===== src/rtl/gsdp_pkg.sv =====
`timescale 1ns / 1ps
// Shared types, constants and helper functions of the group-scaled int8 dot product unit.
// No dependencies; used by every module of the block.
package gsdp_pkg;

    localparam int LANES       = 8;
    localparam int BYTE_W      = 8;
    localparam int PROD_W      = 2 * BYTE_W;
    localparam int SUM_W       = 24;
    localparam int SCALE_W     = 24;
    localparam int SPROD_W     = 2 * SCALE_W;
    localparam int FRAC_W      = 16;
    localparam int SCALE_Q_W   = SPROD_W - FRAC_W;
    localparam int MULT_FULL_W = SUM_W + SCALE_Q_W + 1;
    localparam int MULT_W      = SUM_W + SCALE_Q_W;
    localparam int ACC_W       = 48;
    localparam int ACCX_W      = MULT_W + 1;
    localparam int CFG_W       = 6;
    localparam int CNT_W       = 5;
    localparam int WORD_W      = 64;

    localparam logic [CFG_W-1:0] GROUP_MIN   = CFG_W'(1);
    localparam logic [CFG_W-1:0] GROUP_MAX   = CFG_W'(32);
    localparam logic [CFG_W-1:0] GROUP_RESET = CFG_W'(8);

    localparam logic signed [ACC_W-1:0] ACC_MAX = {1'b0, {(ACC_W-1){1'b1}}};
    localparam logic signed [ACC_W-1:0] ACC_MIN = {1'b1, {(ACC_W-1){1'b0}}};

    typedef logic signed [PROD_W-1:0] prod_t;
    typedef logic signed [SUM_W-1:0]  gsum_t;

    typedef struct packed {
        logic add;
        logic clear;
    } merge_ctl_t;

    function automatic logic [CFG_W-1:0] effective_group(input logic [CFG_W-1:0] g);
        logic [CFG_W-1:0] eff;
        if (g == '0) begin
            eff = GROUP_MIN;
        end else if (g > GROUP_MAX) begin
            eff = GROUP_MAX;
        end else begin
            eff = g;
        end
        return eff;
    endfunction

endpackage


===== src/rtl/gsdp_lane.sv =====
`timescale 1ns / 1ps
// One multiply lane: registers the signed product of an int8 activation and an int8 weight.
// Depends on gsdp_pkg for the byte and product types.
module gsdp_lane (
    input  logic                            aclk,
    input  logic                            en,
    input  logic [gsdp_pkg::BYTE_W-1:0]     act_byte,
    input  logic [gsdp_pkg::BYTE_W-1:0]     wt_byte,
    output gsdp_pkg::prod_t                 product
);

    gsdp_pkg::prod_t prod_reg;
    gsdp_pkg::prod_t prod_next;

    always_comb begin
        prod_next = $signed(act_byte) * $signed(wt_byte);
    end

    always_ff @(posedge aclk) begin
        if (en) begin
            prod_reg <= prod_next;
        end
    end

    assign product = prod_reg;

endmodule


===== config.mk =====
export PLATFORM = sky130hd
export DESIGN_NAME = gsdp_lane
export DESIGN_NICKNAME = d
export VERILOG_FILES = /design/src/rtl/gsdp_pkg.sv /design/src/rtl/gsdp_lane.sv
export SDC_FILE = /design/constraint.sdc
export NUM_CORES = 1
export LEC_CHECK = 0
export BUFFER_PORTS_ARGS = -buffer_cell sky130_fd_sc_hd__buf_2
export CAP_MARGIN = 20
export CORE_MARGIN = 4
export CORE_UTILIZATION = 40
export DETAILED_ROUTE_END_ITERATION = 10
export GPL_TIMING_DRIVEN = 0
export PLACE_DENSITY = 0.66
export SLEW_MARGIN = 15
export SYNTH_ARGS = -nofsm -noshare
export SYNTH_HDL_FRONTEND = slang
export SYNTH_SLANG_ARGS = --single-unit

===== constraint.sdc =====
create_clock -name aclk -period 7.1 [get_ports aclk]
set_clock_uncertainty 0.2 [all_clocks]
set_input_delay 1.065 -clock aclk [delete_from_list [all_inputs] [get_ports aclk]]
set_output_delay 1.065 -clock aclk [all_outputs]
set_load 0.05 [all_outputs]

==> summary.md <==
| Metric | Value |
|---|---|
| Status | finished clean |
| Grt total ovfl | 0 |
| Min cycle time layout | 5.20 ns |
| Final hold vios | 0 |
| Pleak | 1.67 nW |
| Post-place setup slack | 1.62 ns |
| Drt first pass iters | 4 |
| Worst rel slew slack | 0.766 |
| YS warnings | 0 |
| Total GRT Usage | 0.141 |
| Post-Route Setup TNS | 0 ns |
| Max Cap Violations | 0 |
| Endpoints failing setup | 0 |
| Synth Instances | 308 |
| Placed insts | 440 |
| Hold Path Class | primary input to flop |
| Total Wirelength | 5470 um |
| Drt wl/cell | 12.3 um |
| PD cells | 354 mW/mm^2 |
| CP startpoint | wt_byte[4] |
| TritonCTS Buffers | 3 |
| Initial drt markers | 61 |
| Number of I/O pins | 34 |
| NumNets Final | 448 |
| Largest net degree at the start of global routing | 17 |
| Hpwl dp | 4690 um |
| Final Util | 0.460 |
| First-pass GRT wire length | 9970 um |
| Async SR Flop Fraction | 0 |
| Number of global-route vias before repair | 2305 |
| Pins Over Slew Limit | 0 |
| Worst-Margin Slew | 0.352 ns |
| Crit end category | flop |
| Fin crit share | 0.732 |
| Detailed-route via count | 2098 |
| Root Buffer | clkbuf_8 |
| EDFF count, synth | 16 |
| Initial antenna violation count | 0 |
| Most frequent cells in the layout | 88 x inv_1, 55 x fa_1, 43 x and2_1, 33 x buf_2, 29 x ha_1 |
| Max FFs per register | 16 |
| Setup slack after layout | 1.90 ns |
| Cell Rows | 31 |
| Port bufs | 33 |
| Resize count post-CTS | 0 |
| Data arrival time of the critical path | 5.00 ns |
| Non-filler cells, final | 444 |
| Crit-path max FO | 8 |
| Post CTS Setup Buffer Count | 0 |
| RSZ-0062 raised after global routing | no |
| DRC Markers | 0 |
| CTS tree | yes |
| Width of the die | 94.9 um |
| CP endpoint | product[14]$_DFFE_PP_ |
| Syn Area/Cell | 9.81 um^2 |
| Die H | 94.9 um |
| Layout area overhead | 11.1% |
| Max VDD drop | 0.199 mV |
| Highest achievable clock rate | 192 MHz |
| GP Congestion | 0.830 |
| CTS max path bufs | 2 |
| Worst-path clk slew | 0.06 ns |
| # hold bufs at CTS | 0 |
| Top FF cell, synth | edfxtp_1 |
| Crit path launch type | primary input |
| Register bit count reported by yosys | 16 |
| Syn Nets | 410 |
| Initial Util | 0.414 |
| Post-synthesis instance area | 0.00302 mm^2 |
| # diodes | 0 |
| WS Path Type | primary input to flop |
| WP data required | 6.90 ns |
| H-tree level count | 1 |
| Core area | 0.00729 mm^2 |
| Drt via density | 4.73 |
| Synth cell types | 27 |
| CTS Sinks | 16 |
| Die area | 0.00901 mm^2 |
| Routed Antenna Nets | 0 |
| Most common cell after layout, fill and taps aside | inv_1 |
| Sequential area share after synthesis | 0.159 |
| Layout cells sized above 1 | 0.119 |
## metrics by stage
stage	instance area, um^2	hold WS [ns]	power (mW)
3_3_place_gp	3310	1.28	1.11
6_report	3360	1.03	1.19
4_1_cts	3360	1.04	1.21
2_1_floorplan	3020	0.977	0.955
3_5_place_dp	3310	1.29	1.13
5_1_grt	3360	1.05	1.34
## cells by family (layout without fill, tap and decap cells)
logic type               Yosys count  count (layout)  synth area share
buffers and inverters             88             125             0.109
adder cells (fa/ha/maj)           84              84             0.484
AND/OR/NAND/NOR                   84              84             0.156
AO/OA/AOI/OAI                     21              21            0.0472
flip-flops                        16              16             0.159
XOR/XNOR                          14              14            0.0406
multiplexers                       1               1           0.00373
## metal layers
layer,vias to the layer above,share of wire,track usage
li1,994,-,-
met1,1061,0.40,0.164
met2,34,0.56,0.271
met3,9,0.037,0.0207
met4,0,0.010,0.0264
met5,-,0,0
## cells in the mapped netlist (2+ instances only)
| cell type | count | area share |
|---|---|---|
| ha_1 | 29 | 0.12 |
| nand4_1 | 2 | 0.0041 |
| o21a_1 | 2 | 0.0050 |
| nand3_1 | 2 | 0.0033 |
| a21oi_2 | 2 | 0.0058 |
| nor2b_1 | 8 | 0.017 |
| nor3_1 | 2 | 0.0033 |
| o21ai_0 | 3 | 0.0050 |
| nor2_1 | 9 | 0.011 |
| a21o_1 | 2 | 0.0050 |
| a21oi_1 | 7 | 0.012 |
| fa_1 | 55 | 0.36 |
| nand2_1 | 15 | 0.019 |
| and2_1 | 43 | 0.089 |
| xor2_1 | 3 | 0.0087 |
| inv_1 | 88 | 0.11 |
| xnor2_1 | 11 | 0.032 |
| edfxtp_1 | 16 | 0.16 |
## how the worst min path moves through the flow
| stage | slack, ns | cells after the start | to | startpoint |
|---|---|---|---|---|
| final | 1.03 | 2 | product[0]$_DFFE_PP_ | act_byte[0] |
| after global routing | 1.05 | 2 | product[0]$_DFFE_PP_ | act_byte[0] |
| after CTS | 1.04 | 2 | product[0]$_DFFE_PP_ | act_byte[0] |
| after detailed placement | 1.29 | 2 | product[0]$_DFFE_PP_ | act_byte[0] |
| after global placement | 1.28 | 2 | product[0]$_DFFE_PP_ | act_byte[0] |
| after floorplan | 0.98 | 0 | product[0]$_DFFE_PP_ | en |
## critical path, cell delays in order
cell     delay (ns)
buf_2          0.15
and2_1         0.18
fa_1           0.53
inv_1          0.05
fa_1           0.49
inv_1          0.06
fa_1           0.53
inv_1          0.06
fa_1           0.53
inv_1          0.04
ha_1           0.34
o21a_1         0.20
o31a_1         0.13
nor4b_2        0.33
o21ai_1        0.13
xor2_1         0.15
## layout make-up
class                      count  area [um^2]
sequential                    16          480
multi-input combinational    204         2210
inverter                      88          330
fill                         715         3940
timing repair buffer          33          165
clock inverter                 1         3.75
tap                           99          124
clock buffer                   3         41.3
## power breakdown
part	leakage (nW)	internal (mW)	total (mW)	switching, mW
sequential	0.156	0.186	0.194	0.00751
clock	0.0231	0.0383	0.0681	0.0297
combinational	1.49	0.364	0.925	0.561
total	1.67	0.589	1.19	0.598
(Power assumes the default switching activity.)
