==> config.mk <==
export PLATFORM = sky130hd
export DESIGN_NAME = gsdp_merge
export DESIGN_NICKNAME = d
export VERILOG_FILES = /design/src/rtl/gsdp_pkg.sv /design/src/rtl/gsdp_merge.sv
export SDC_FILE = /design/constraint.sdc
export NUM_CORES = 1
export LEC_CHECK = 0
export BUFFER_PORTS_ARGS = -buffer_cell sky130_fd_sc_hd__buf_2
export CAP_MARGIN = 20
export CORE_UTILIZATION = 40
export DETAILED_ROUTE_END_ITERATION = 8
export GPL_ROUTABILITY_DRIVEN = 0
export SYNTH_ARGS = -nofsm -noshare
export SYNTH_HDL_FRONTEND = slang
export SYNTH_SLANG_ARGS = --single-unit
==> constraint.sdc <==
create_clock -name aclk -period 5.3 [get_ports aclk]
set_input_delay 1.06 -clock aclk [delete_from_list [all_inputs] [get_ports aclk]]
set_output_delay 1.06 -clock aclk [all_outputs]
set_load 0.03 [all_outputs]
==> src/rtl/gsdp_pkg.sv <==
`timescale 1ns / 1ps
// Shared types, constants and helper functions of the group-scaled int8 dot product unit.
// No dependencies; used by every module of the block.
package gsdp_pkg;

    localparam int LANES       = 8;
    localparam int BYTE_W      = 8;
    localparam int PROD_W      = 2 * BYTE_W;
    localparam int SUM_W       = 24;
    localparam int SCALE_W     = 24;
    localparam int SPROD_W     = 2 * SCALE_W;
    localparam int FRAC_W      = 16;
    localparam int SCALE_Q_W   = SPROD_W - FRAC_W;
    localparam int MULT_FULL_W = SUM_W + SCALE_Q_W + 1;
    localparam int MULT_W      = SUM_W + SCALE_Q_W;
    localparam int ACC_W       = 48;
    localparam int ACCX_W      = MULT_W + 1;
    localparam int CFG_W       = 6;
    localparam int CNT_W       = 5;
    localparam int WORD_W      = 64;

    localparam logic [CFG_W-1:0] GROUP_MIN   = CFG_W'(1);
    localparam logic [CFG_W-1:0] GROUP_MAX   = CFG_W'(32);
    localparam logic [CFG_W-1:0] GROUP_RESET = CFG_W'(8);

    localparam logic signed [ACC_W-1:0] ACC_MAX = {1'b0, {(ACC_W-1){1'b1}}};
    localparam logic signed [ACC_W-1:0] ACC_MIN = {1'b1, {(ACC_W-1){1'b0}}};

    typedef logic signed [PROD_W-1:0] prod_t;
    typedef logic signed [SUM_W-1:0]  gsum_t;

    typedef struct packed {
        logic add;
        logic clear;
    } merge_ctl_t;

    function automatic logic [CFG_W-1:0] effective_group(input logic [CFG_W-1:0] g);
        logic [CFG_W-1:0] eff;
        if (g == '0) begin
            eff = GROUP_MIN;
        end else if (g > GROUP_MAX) begin
            eff = GROUP_MAX;
        end else begin
            eff = g;
        end
        return eff;
    endfunction

endpackage

==> src/rtl/gsdp_merge.sv <==
`timescale 1ns / 1ps
// Merging stage: adds the lane products of one request into the exact group sum.
// Depends on gsdp_pkg for the product, sum and control types.
module gsdp_merge (
    input  logic                    aclk,
    input  logic                    aresetn,
    input  gsdp_pkg::merge_ctl_t    ctl,
    input  gsdp_pkg::prod_t         prods [gsdp_pkg::LANES],
    output gsdp_pkg::gsum_t         group_sum
);

    gsdp_pkg::gsum_t group_sum_reg;
    gsdp_pkg::gsum_t group_sum_next;
    gsdp_pkg::gsum_t lane_total;

    always_comb begin
        lane_total = '0;
        for (int i = 0; i < gsdp_pkg::LANES; i++) begin
            lane_total = lane_total + gsdp_pkg::SUM_W'(prods[i]);
        end
    end

    always_comb begin
        priority if (ctl.clear) begin
            group_sum_next = '0;
        end else if (ctl.add) begin
            group_sum_next = group_sum_reg + lane_total;
        end else begin
            group_sum_next = group_sum_reg;
        end
    end

    always_ff @(posedge aclk) begin
        if (!aresetn) begin
            group_sum_reg <= '0;
        end else begin
            group_sum_reg <= group_sum_next;
        end
    end

    assign group_sum = group_sum_reg;

endmodule

==> flow_summary.yaml <==
clock_tree:
  htree_num_levels: 1
  cts.hold.buffers_added: 0
  cts_resized: 0
  worst_setup_hold_path_clk_slew_ps: 70
  cts-buffers-inserted: 3
  clk_latency_ps: 260
  post_cts_buffers: 0
  cts_tree: "built"
  clock_path_buffers: 2
  cts_root_buf: "clkbuf_16"
  cts_sinks: 24
final_layout:
  areaGrowthSynthToFinish_pct: 21.6
  largest_register_ffs: 24
  nets: 1011
  num-fill-cells: 1251
  stdcell_count: 887
  drive_gt1_share_pct: 24.2
  diodes: 0
drt:
  drt_iter0_markers: 83
  vias: 4008
  drc: 0
  drtAntennaViolNets: 0
  wl_mm: 10.6
  firstDrtPassIters: 4
  routedWlPerCell_um: 11.9
  vias_per_cell: 4.52
worst_setup_path:
  critPathKind: "in2reg"
  cp.depth: 17
  cp_top_family: "adder cells"
  reg2reg_slack_ps: 950
  cp-end-kind: "flip-flop"
  endpoint: "group_sum[20]"
  crit_arrival_ps: 5110
  max_stage_delay_ps: 590
  crit_start: "prods[63]"
  worst_ep_required_time_ps: 5430
  r2r_end: "group_sum[22]"
  rr_startpoint: "group_sum[2]"
  r2r_cells: 16
  cp_num_buf_inv: 5
  critPathMaxFanout: 5
  cpMaxStageDelayCell: "fa_1"
  path_cells: "buf_2, fa_1, inv_1, fa_1, inv_1, fa_1, inv_1, fa_1, inv_1, ha_1, nand2_1, nor2_1, a211oi_1, a21bo_1, a31oi_1, xor2_1, o21ai_1"
  start_kind: "primary input"
global_route:
  antenna_found_initial: 0
  grt.total_usage_pct: 17.4
  met2_usage_pct: 31.7
  grtUsageMet3_pct: 2.28
  grt_pass1_vias: 4657
  use_met1_pct: 22.3
  overflow: 0
  grt_pass1_wl_mm: 20.1
  grt_max_degree: 25
  busiest_layer: "met2"
yosys:
  syn-num-nets: 845
  syn_inst: 550
  netlist_area_mm2: 0.00536
  ys_types: 40
  synth-seq-cells: 24
  syn_area_per_cell_um2: 9.75
  synth_seq_area_share_pct: 8.96
  yosys_warnings: 0
placement:
  port_buffers: 155
  post-place-ws_ps: 67.3
  place_inst: 883
  dpl.hpwl_mm: 9.75
flow_run:
  drv_cap: 0
sta:
  period_needed_ps: 4980
  rsz0062_at_grt: "false"
  finalClockSkew_ps: 4.74
  period_share_pct: 93.9
  finalHoldViolations: 0
  fin_setup_tns_ps: 0
  clock.fmax_mhz: 201
  max_slew.worst_pin.slew_ps: 793
  slew_headroom_pct: 47.1
  finalSetupViolCount: 0
  slew_viol_final: 0
  fin_ws_ps: 321
outcome:
  status: "completed"
die:
  dieArea_mm2: 0.0139
  ios: 156
  die_w_um: 118
  core_region_area_mm2: 0.0128
  dieHeight_um: 118
  placementRows: 41
  start_util_pct: 41.8
min_path:
  hold_class: "reg2reg"
-- placed cells by master, fill, tap and decap left out, types with 2 or more instances in the layout --
cell type / instances
a211o_1: 2
a211oi_1: 5
a21bo_1: 2
a21boi_1: 2
a21o_1: 3
a21oi_1: 17
a31oi_1: 6
a41oi_1: 2
buf_2: 155
buf_4: 10
clkbuf_16: 3
dfxtp_1: 24
fa_1: 137
ha_1: 26
inv_1: 193
mux2i_1: 10
nand2_1: 22
nand2b_1: 7
nand3_1: 4
nand4_1: 4
nor2_1: 20
o211ai_1: 4
o21ai_0: 4
o21ai_1: 9
o21bai_1: 2
o22ai_1: 2
or2_0: 2
xnor2_1: 17
xor2_1: 8
-- Yosys cell counts --
cell | instances | area share [%]
nor3_1 | 1 | 0.093
a21oi_1 | 17 | 1.6
a2111oi_4 | 1 | 0.51
nor2b_1 | 1 | 0.12
o21bai_1 | 2 | 0.28
a211o_1 | 2 | 0.33
nand2_1 | 22 | 1.5
xnor2_1 | 17 | 2.8
a21bo_1 | 2 | 0.37
fa_1 | 137 | 51
o22ai_1 | 2 | 0.23
a21o_1 | 3 | 0.42
nor3b_1 | 1 | 0.14
inv_1 | 193 | 14
dfxtp_1 | 24 | 9.0
a211oi_2 | 1 | 0.23
clkbuf_1 | 2 | 0.14
o211ai_2 | 1 | 0.23
a31oi_1 | 6 | 0.70
nand4_1 | 4 | 0.47
a21boi_1 | 2 | 0.28
a211oi_1 | 5 | 0.70
ha_1 | 26 | 6.1
nor2_1 | 20 | 1.4
a41oi_1 | 2 | 0.33
buf_1 | 2 | 0.14
nand2b_1 | 7 | 0.82
nand3_1 | 4 | 0.37
xor2_1 | 8 | 1.3
o21a_1 | 1 | 0.14
o211ai_1 | 4 | 0.56
a31o_2 | 1 | 0.16
nand3b_1 | 1 | 0.14
and2_1 | 1 | 0.12
o21ai_0 | 4 | 0.37
a221o_1 | 1 | 0.19
mux2i_1 | 10 | 1.9
o21ai_1 | 9 | 0.84
a21boi_0 | 1 | 0.14
or2_0 | 2 | 0.23
-- tightest hold or removal path, stage by stage (launching register included) --
cell	delay, ps
dfxtp_1	340
nand2_1	60
o21ai_1	60
-- per-stage QoR --
stage	utilization [%]	hold slack (ps)	area [um^2]
after floorplan	-	590	5360
after global placement	50.0	491	6410
after detailed placement	50.0	499	6410
after CTS	50.8	509	6520
after global routing	50.8	532	6520
final	50.8	501	6520
-- cells by family (layout without fill, tap and decap cells) --
kind of cell,count (synthesis),count (layout),synth area share [%]
DFF,24,24,8.96
buffers and inverters,197,362,13.8
adders and majority gates,163,163,57.2
xor gates and xnor gates,25,25,4.08
AOI/OAI and AO/OA,67,67,8.61
and+or+nand+nor,64,64,5.44
muxes,10,10,1.87
-- worst min-delay path by stage --
stage | start | slack (ps) | endpoint | depth (start not counted)
after floorplan | group_sum[17] | 590 | group_sum[17] | 2
final | group_sum[16] | 500 | group_sum[16] | 2
after global placement | group_sum[15] | 490 | group_sum[15] | 2
after CTS | group_sum[16] | 510 | group_sum[16] | 2
after detailed placement | group_sum[14] | 500 | group_sum[14] | 2
after global routing | group_sum[15] | 530 | group_sum[15] | 2
-- per-layer routing --
metal  vias to the layer above  wire length (um)
li1                       1936                 -
met1                      1951              4640
met2                       107              5340
met3                        14               468
met4                         0               119
met5                         -                 0
-- layout make-up --
class                   instances  area (um^2)  share of cell area [%]
clock buffers                   3         75.1                    1.15
clock inverters                 1         30.0                   0.461
inverters                     193          724                    11.1
multi-input cells             329         4140                    63.5
flip-flops and latches         24          480                    7.37
well taps                     172          215                    3.30
repair buffers                165          851                    13.1
Power is left out: the tool's default activity adds up to more than one toggle a clock period on the data nets, which glitch-free logic cannot reach.
